**src/rtl/core/tpss_pkg.sv**
```systemverilog
// ----------------------------------------------------------------------------
// tpss_pkg: shared types for the two-thread priority step scheduler
// Task record, cell command codes, result status codes and controller states.
// ----------------------------------------------------------------------------
package tpss_pkg;

	// One task as held in a cell of a thread's chain
	typedef struct packed {
		logic [15:0] value;
		logic [3:0]  prio;
		logic [3:0]  steps;
		logic [3:0]  cur;
	} task_t;

	// Command that a chain applies to its cells
	typedef enum logic [1:0] {
		OP_HOLD,
		OP_INSERT,
		OP_POP,
		OP_STEP
	} chain_op_t;

	// Per-cell control bundle from the chain to one cell
	typedef struct packed {
		chain_op_t op;
		logic      occupied;
		logic      left_keep;
	} cell_ctl_t;

	// Result status codes
	typedef enum logic [1:0] {
		ST_STEP     = 2'd0,
		ST_LOADED   = 2'd1,
		ST_REJECTED = 2'd2
	} status_t;

	// Controller states
	typedef enum logic [1:0] {
		S_IDLE,
		S_LOAD,
		S_TICK0,
		S_TICK1
	} state_t;

endpackage

```
**src/rtl/core/tpss_cell.sv**
```systemverilog
// ----------------------------------------------------------------------------
// tpss_cell: one task slot of a priority-ordered chain
// Holds one task and takes the new task, its left or right neighbor's task,
// or advances its own step count, as the chain commands.
// ----------------------------------------------------------------------------
module tpss_cell (
	input  logic              clk,
	input  tpss_pkg::cell_ctl_t ctl,
	input  tpss_pkg::task_t   new_task,
	input  tpss_pkg::task_t   left_task,
	input  tpss_pkg::task_t   right_task,
	output logic              keep,
	output tpss_pkg::task_t   slot_q
);
	import tpss_pkg::*;

	// Stay in place on insert when this task ranks at or above the new one
	assign keep = ctl.occupied && (slot_q.prio >= new_task.prio);

	// Shift, insert or step the held task
	always_ff @(posedge clk) begin
		unique case (ctl.op)
			OP_HOLD: ;
			OP_INSERT: begin
				if (!keep) begin
					slot_q <= ctl.left_keep ? new_task : left_task;
				end
			end
			OP_POP: slot_q <= right_task;
			OP_STEP: slot_q.cur <= slot_q.cur + 4'd1;
		endcase
	end

endmodule

```
**src/rtl/core/tpss_chain.sv**
```systemverilog
// ----------------------------------------------------------------------------
// tpss_chain: one thread's task table as a sorted row of cells
// Tasks are kept by descending priority, ties in load order, so the head
// cell is always the next task to run.
// ----------------------------------------------------------------------------
module tpss_chain #(
	parameter int TASKS_PER_THREAD = 8
) (
	input  logic                                   clk,
	input  logic                                   arst_n,
	input  tpss_pkg::chain_op_t                    op,
	input  tpss_pkg::task_t                        new_task,
	output tpss_pkg::task_t                        head,
	output logic [$clog2(TASKS_PER_THREAD+1)-1:0]  count
);
	import tpss_pkg::*;

	localparam int N  = TASKS_PER_THREAD;
	localparam int CW = $clog2(N + 1);

	logic [CW-1:0] count_q;
	task_t         slots [N];
	logic          keeps [N];

	// Build the row of cells
	for (genvar i = 0; i < N; i++) begin : g_cell
		cell_ctl_t ctl;
		task_t     left_task;
		task_t     right_task;

		assign ctl.op       = (op == OP_STEP && i != 0) ? OP_HOLD : op;
		assign ctl.occupied = (CW'(i) < count_q);

		if (i == 0) begin : g_first
			assign ctl.left_keep = 1'b1;
			assign left_task     = new_task;
		end else begin : g_inner
			assign ctl.left_keep = keeps[i-1];
			assign left_task     = slots[i-1];
		end

		if (i == N - 1) begin : g_last
			assign right_task = slots[i];
		end else begin : g_mid
			assign right_task = slots[i+1];
		end

		tpss_cell u_cell (
			.clk        (clk),
			.ctl        (ctl),
			.new_task   (new_task),
			.left_task  (left_task),
			.right_task (right_task),
			.keep       (keeps[i]),
			.slot_q     (slots[i])
		);
	end

	// Track occupancy
	always_ff @(posedge clk or negedge arst_n) begin
		if (!arst_n) begin
			count_q <= '0;
		end else begin
			case (op)
				OP_INSERT: count_q <= count_q + CW'(1);
				OP_POP:    count_q <= count_q - CW'(1);
				default:   count_q <= count_q;
			endcase
		end
	end

	assign head  = slots[0];
	assign count = count_q;

endmodule

```
**src/rtl/core/two_thread_priority_step_scheduler.sv**
```systemverilog
// ----------------------------------------------------------------------------
// two_thread_priority_step_scheduler: two-thread static-priority scheduler
// Each of two threads keeps its tasks in a priority-sorted cell chain; a load
// beat inserts a task and a tick beat runs one step on each non-empty thread.
// ----------------------------------------------------------------------------
// A load runs accept, then insert and result, and a tick runs accept, step
// thread 0, step thread 1; either waits while the result side stalls, and
// one beat is in work at a time. Each thread's table is a chain
// of TASKS_PER_THREAD cells kept sorted by priority at insert, so the task to
// run is always the head cell and neither insert nor removal needs a search.
// A tick with both threads empty returns no result beat. The square of a
// finished task comes from one 16x16 multiplier ahead of the result register.
// ----------------------------------------------------------------------------
module two_thread_priority_step_scheduler #(
	parameter int TASKS_PER_THREAD = 8
) (
	input  logic        clk,
	input  logic        arst_n,

	input  logic        req_valid,
	output logic        req_stall,
	input  logic        kind,
	input  logic        target_thread,
	input  logic [15:0] task_value,
	input  logic [3:0]  task_priority,
	input  logic [3:0]  task_steps,

	output logic        rsp_valid,
	input  logic        rsp_stall,
	output logic [1:0]  status,
	output logic        thread_index,
	output logic [15:0] run_value,
	output logic [3:0]  run_priority,
	output logic [3:0]  step_done,
	output logic [3:0]  steps_total,
	output logic        finished,
	output logic [31:0] square,
	output logic        last
);
	import tpss_pkg::*;

	localparam int CW = $clog2(TASKS_PER_THREAD + 1);

	state_t        state_q, state_d;
	logic          thr_q;
	logic [15:0]   value_q;
	logic [3:0]    prio_q, steps_q;

	chain_op_t     op0, op1;
	task_t         new_task, head0, head1, head_sel;
	logic [CW-1:0] cnt0, cnt1;
	logic          full;
	logic [3:0]    cur_next;
	logic          fin;
	logic [31:0]   sq;
	logic          out_free, emit;

	status_t       r_status;
	logic          r_thr, r_fin, r_last;
	logic [15:0]   r_value;
	logic [3:0]    r_prio, r_done, r_total;
	logic [31:0]   r_sq;

	logic          rsp_valid_q;
	status_t       status_q;
	logic          thr_out_q, fin_q, last_q;
	logic [15:0]   value_out_q;
	logic [3:0]    prio_out_q, done_q, total_q;
	logic [31:0]   sq_q;

	// Per-thread task chains
	assign new_task = '{value: value_q, prio: prio_q, steps: steps_q, cur: 4'd0};

	tpss_chain #(.TASKS_PER_THREAD(TASKS_PER_THREAD)) u_chain0 (
		.clk      (clk),
		.arst_n   (arst_n),
		.op       (op0),
		.new_task (new_task),
		.head     (head0),
		.count    (cnt0)
	);

	tpss_chain #(.TASKS_PER_THREAD(TASKS_PER_THREAD)) u_chain1 (
		.clk      (clk),
		.arst_n   (arst_n),
		.op       (op1),
		.new_task (new_task),
		.head     (head1),
		.count    (cnt1)
	);

	// Step the head of the thread in turn
	assign full     = thr_q ? (cnt1 == CW'(TASKS_PER_THREAD))
	                        : (cnt0 == CW'(TASKS_PER_THREAD));
	assign head_sel = (state_q == S_TICK1) ? head1 : head0;
	assign cur_next = head_sel.cur + 4'd1;
	assign fin      = (cur_next >= head_sel.steps);
	assign sq       = fin ? ({16'd0, head_sel.value} * {16'd0, head_sel.value}) : 32'd0;

	assign out_free  = !rsp_valid_q || !rsp_stall;
	assign req_stall = (state_q != S_IDLE);

	// Latch the request beat
	always_ff @(posedge clk) begin
		if (req_valid && !req_stall) begin
			thr_q   <= target_thread;
			value_q <= task_value;
			prio_q  <= task_priority;
			steps_q <= task_steps;
		end
	end

	// Advance the controller
	always_ff @(posedge clk or negedge arst_n) begin
		if (!arst_n) begin
			state_q <= S_IDLE;
		end else begin
			state_q <= state_d;
		end
	end

	// Next state, chain commands and result fields
	always_comb begin
		state_d  = state_q;
		op0      = OP_HOLD;
		op1      = OP_HOLD;
		emit     = 1'b0;
		r_status = ST_STEP;
		r_thr    = 1'b0;
		r_value  = head_sel.value;
		r_prio   = head_sel.prio;
		r_done   = cur_next;
		r_total  = head_sel.steps;
		r_fin    = fin;
		r_sq     = sq;
		r_last   = 1'b1;
		unique case (state_q)
			S_IDLE: begin
				if (req_valid) begin
					state_d = kind ? S_TICK0 : S_LOAD;
				end
			end
			S_LOAD: begin
				r_status = full ? ST_REJECTED : ST_LOADED;
				r_thr    = thr_q;
				r_value  = value_q;
				r_prio   = prio_q;
				r_done   = 4'd0;
				r_total  = steps_q;
				r_fin    = 1'b0;
				r_sq     = 32'd0;
				if (out_free) begin
					emit    = 1'b1;
					state_d = S_IDLE;
					if (!full) begin
						if (thr_q) begin
							op1 = OP_INSERT;
						end else begin
							op0 = OP_INSERT;
						end
					end
				end
			end
			S_TICK0: begin
				r_thr  = 1'b0;
				r_last = (cnt1 == '0);
				if (cnt0 == '0) begin
					state_d = S_TICK1;
				end else if (out_free) begin
					emit    = 1'b1;
					op0     = fin ? OP_POP : OP_STEP;
					state_d = S_TICK1;
				end
			end
			S_TICK1: begin
				r_thr = 1'b1;
				if (cnt1 == '0) begin
					state_d = S_IDLE;
				end else if (out_free) begin
					emit    = 1'b1;
					op1     = fin ? OP_POP : OP_STEP;
					state_d = S_IDLE;
				end
			end
		endcase
	end

	// Hold the result beat until taken
	always_ff @(posedge clk or negedge arst_n) begin
		if (!arst_n) begin
			rsp_valid_q <= 1'b0;
		end else if (emit) begin
			rsp_valid_q <= 1'b1;
		end else if (!rsp_stall) begin
			rsp_valid_q <= 1'b0;
		end
	end

	always_ff @(posedge clk) begin
		if (emit) begin
			status_q    <= r_status;
			thr_out_q   <= r_thr;
			value_out_q <= r_value;
			prio_out_q  <= r_prio;
			done_q      <= r_done;
			total_q     <= r_total;
			fin_q       <= r_fin;
			sq_q        <= r_sq;
			last_q      <= r_last;
		end
	end

	assign rsp_valid    = rsp_valid_q;
	assign status       = status_q;
	assign thread_index = thr_out_q;
	assign run_value    = value_out_q;
	assign run_priority = prio_out_q;
	assign step_done    = done_q;
	assign steps_total  = total_q;
	assign finished     = fin_q;
	assign square       = sq_q;
	assign last         = last_q;

endmodule

```
**config.mk**
```make
export PLATFORM = sky130hd
export DESIGN_NAME = two_thread_priority_step_scheduler
export DESIGN_NICKNAME = d
export VERILOG_FILES = /design/src/rtl/core/tpss_pkg.sv /design/src/rtl/core/tpss_cell.sv /design/src/rtl/core/tpss_chain.sv /design/src/rtl/core/two_thread_priority_step_scheduler.sv
export SDC_FILE = /design/constraint.sdc
export NUM_CORES = 2
export LEC_CHECK = 0
export ABC_CLOCK_PERIOD_IN_PS = 6900
export BUFFER_PORTS_ARGS = -buffer_cell sky130_fd_sc_hd__buf_4
export CORE_ASPECT_RATIO = 0.6
export CORE_MARGIN = 5
export CORE_UTILIZATION = 58
export CTS_CLUSTER_DIAMETER = 30
export DETAILED_ROUTE_END_ITERATION = 10
export PLACE_DENSITY = 0.9
export SLEW_MARGIN = 20
export SYNTH_ARGS = -nofsm -noshare
export SYNTH_HDL_FRONTEND = slang
export SYNTH_SLANG_ARGS = --single-unit
```
**constraint.sdc**
```tcl
create_clock -name clk -period 6.9 [get_ports clk]
set_input_delay 0.69 -clock clk [delete_from_list [all_inputs] [get_ports clk]]
set_output_delay 0.69 -clock clk [all_outputs]
set_load 0.05 [all_outputs]
```
==> key figures <==
Finish
  • Fin cells: 4603
  • Nets: 4071
  • Layout fillers: 4479
  • Share of layout cells above drive strength 1: 14.7%
  • P&R area growth vs syn: 12.5%

Setup path
  • R2R Setup Slk: 190 ps
  • RR Endpoint: square[26]
  • Crit path capture type: register
  • Reg2reg path depth: 23
  • Critical Path AT: 7100 ps
  • Crit path kind: register to register
  • Setup crit start kind: register
  • CP max FO: 13
  • CP Data Required Time: 7290 ps
  • Reg-to-Reg Start: state_q[1]

Yosys
  • Mapped Avg Cell Area: 10.3 µm²
  • Gate Count Post-Synth: 3648
  • Register area share after synthesis: 43.7%
  • Ys async rst share: 2.01%
  • Yosys reg bits: 548
  • XOR/XNOR Fraction of Synth Area: 1.59%
  • Synth Area in Compound Gates: 14.3%
  • Count of cell types in the netlist: 64
  • Post-synth EDFFs: 537
  • Multiplexer share of the synthesized area: 2.41%
  • Ys flop type: edfxtp_1
  • Post-synthesis simple-gate area fraction: 13.0%
  • Largest family of logic cells by synthesized area: adder cells
  • Adder-cell share of the synthesized area: 15.4%
  • Syn nets: 4043
  • Synth Cell Area: 37500 µm²
  • Yosys warning total: 0

Global routing
  • Global-route wire length before repair: 178000 µm
  • Number of global-route vias before repair: 30300
  • Grt ovf: 0
  • Largest net degree at the start of global routing: 97
  • Initial antenna violation count: 4
  • GRT Resource Usage Total: 32.5%

Clocking
  • CTS Root Cell: clkbuf_16
  • CTS tree: built
  • Total CTS buffers: 89
  • CTS Sinks: 548
  • Worst-case clock buffer depth: 3
  • Clock Latency Late Sink: 640 ps
  • Clock transition at path regs: 50 ps
  • H-tree lvl count: 3

Route
  • Post-Route WL: 118000 µm
  • DRC viols: 0
  • DR iter-0 viols: 5324
  • 1st-pass router iterations: 7
  • Routed Antenna Nets: 0
  • Wirelength per Cell: 25.6 µm
  • Vias per cell: 6.70
  • Via Count: 30900

Floorplan
  • # IOs: 97
  • Die X: 338 µm
  • Die Ht: 207 µm
  • Core box area: 64200 µm²
  • DIE AREA: 70100 µm²
  • Initial Util: 58.5%
  • # rows: 72

Worst hold path
  • Worst min path class: input pin to register
  • Hold Crit Start: task_value[10]
  • Hold Path End: value_q[10]
  • Worst hold path stage count: 1

Run status
  • Status: finished clean

STA
  • F_max: 149 MHz
  • Post-layout worst setup margin: 187 ps
  • Worst slew pin tran: 1050 ps
  • Setup Total Neg Slack: 0 ps
  • Post-route minimum period: 6710 ps
  • Number of slew-limit violations in the final report: 0
  • Final setup fails: 0
  • Period utilization: 97.3%
  • Max_slew headroom: 30.1%
  • Fin Clk Skew: 21.8 ps
  • Hold Worst Slack: 227 ps
  • Final Hold Vio Count: 0

Place
  • # port buffers: 95
  • Pre-CTS setup slack: 35.5 ps
  • Placed cell count: 4427
  • Placer Congestion: 1.02
  • Detailed Place HPWL: 77300 µm

Flow run
  • Max cap viols: 0
==> cell usage after synthesis (5+ instances only) <==
cell / n / share of area, %
a21o_1: 104 / 2.1
a21oi_1: 72 / 0.96
a221o_1: 37 / 0.99
a22o_1: 14 / 0.33
and2_1: 14 / 0.23
and2_4: 8 / 0.19
and3_1: 15 / 0.25
buf_1: 25 / 0.25
buf_2: 37 / 0.49
buf_6: 46 / 1.4
clkbuf_1: 176 / 1.8
clkinv_1: 5 / 0.050
dfrtp_1: 11 / 0.73
edfxtp_1: 537 / 43
fa_1: 162 / 8.6
ha_1: 203 / 6.8
inv_1: 559 / 5.6
mux2_2: 68 / 2.0
mux2i_1: 14 / 0.37
nand2_1: 459 / 4.6
nand2b_1: 31 / 0.52
nand3_1: 322 / 4.3
nand4_1: 17 / 0.28
nor2_1: 138 / 1.4
nor2b_1: 45 / 0.75
nor3_1: 16 / 0.21
o21a_1: 24 / 0.48
o21ai_0: 58 / 0.77
o21ai_1: 9 / 0.12
o21bai_1: 5 / 0.10
o22ai_1: 7 / 0.12
o311ai_0: 74 / 1.7
o311ai_1: 173 / 4.0
o311ai_2: 41 / 1.8
or3_1: 6 / 0.10
xnor2_1: 27 / 0.63
xor2_1: 41 / 0.96
==> cells by family after synthesis <==
kind of cell	count (synthesis)
adder cells (fa/ha/maj)	365
AND/OR/NAND/NOR	1079
buffers and inverters	851
other	1
XOR/XNOR	68
AO/OA/AOI/OAI	654
flip-flops	548
multiplexers	82
==> critical path, stage by stage, from the launching register on <==
cell	delay, ps
dfrtp_1	400
ha_4	260
buf_4	210
o21ai_0	100
buf_4	200
inv_1	230
nor2_1	100
fa_1	490
inv_1	50
fa_1	530
inv_1	60
fa_1	540
fa_1	440
fa_1	540
inv_1	50
fa_1	530
inv_1	40
ha_1	420
a21oi_1	270
o21a_1	260
o21ai_0	130
a21oi_1	220
o21ai_1	90
mux2_2	270
==> cell type report <==
class                      instances  area [µm²]  area share (%)
clock buffer                     103        2360            5.60
inverter                         564        2120            5.02
timing repair buffer             224        1740            4.11
clock inverter                    58         671            1.59
multi-input combinational       2249       17900            42.3
sequential                       548       16400            38.8
tap                              851        1060            2.52
antenna                            6        15.0          0.0355
==> stage by stage <==
step | util (%) | cell area (µm²)
floorplan | - | 37500
global placement | 60.7 | 39000
detailed placement | 60.7 | 39000
CTS | 65.4 | 42000
global route | 65.7 | 42200
finish | 65.8 | 42200
==> repair_timing <==
action,CTS,global route
setup buffers,0,8
hold buffers,1,0
endpoints found under the setup margin,0,19
resized for setup,0,40
hold endpoints to repair,11,0
==> sequential cells by signal, indices dropped and copies added, names as in the netlist <==
register	flops
status	2
u_chain1.count	4
step_done	4
value_q	16
steps_q	4
state_q	2
steps_total	4
u_chain0.count	4
thr_q	1
finished	1
prio_q	4
rsp_valid	1
run_value	16
u_chain1.g_cell.u_cell.slot_q	224
u_chain0.g_cell.u_cell.slot_q	224
square	31
last	1
thread_index	1
run_priority	4
==> placed cells by master (no fill, tap or decap), drive strengths merged, types with 45 or more instances in the layout <==
| cell | n |
|---|---|
| a21o | 104 |
| a21oi | 72 |
| buf | 223 |
| clkbuf | 103 |
| edfxtp | 537 |
| fa | 162 |
| ha | 203 |
| inv | 570 |
| mux2 | 68 |
| nand2 | 459 |
| nand3 | 322 |
| nor2 | 138 |
| nor2b | 45 |
| o21ai | 68 |
| o311ai | 288 |
==> routing by layer <==
layer,global-route usage [%],vias up,part of all wire (%)
li1,-,12900,-
met1,45.6,14700,37
met2,45.1,2843,40
met3,14.5,437,19
met4,10.7,6,3.7
met5,0.806,-,0.092
==> worst max path at each step <==
stage	start	to	cells past startpoint
6_report	state_q[1]	square[26]	23
5_1_grt	state_q[1]	square[26]	23
4_1_cts	state_q[1]	square[23]	22
3_5_place_dp	state_q[1]	square[23]	22
3_3_place_gp	state_q[0]	square[26]	25
2_1_floorplan	state_q[0]	square[25]	27
Power is left out: the tool's default activity adds up to more than one toggle a clock period on the data nets, which glitch-free logic cannot reach.
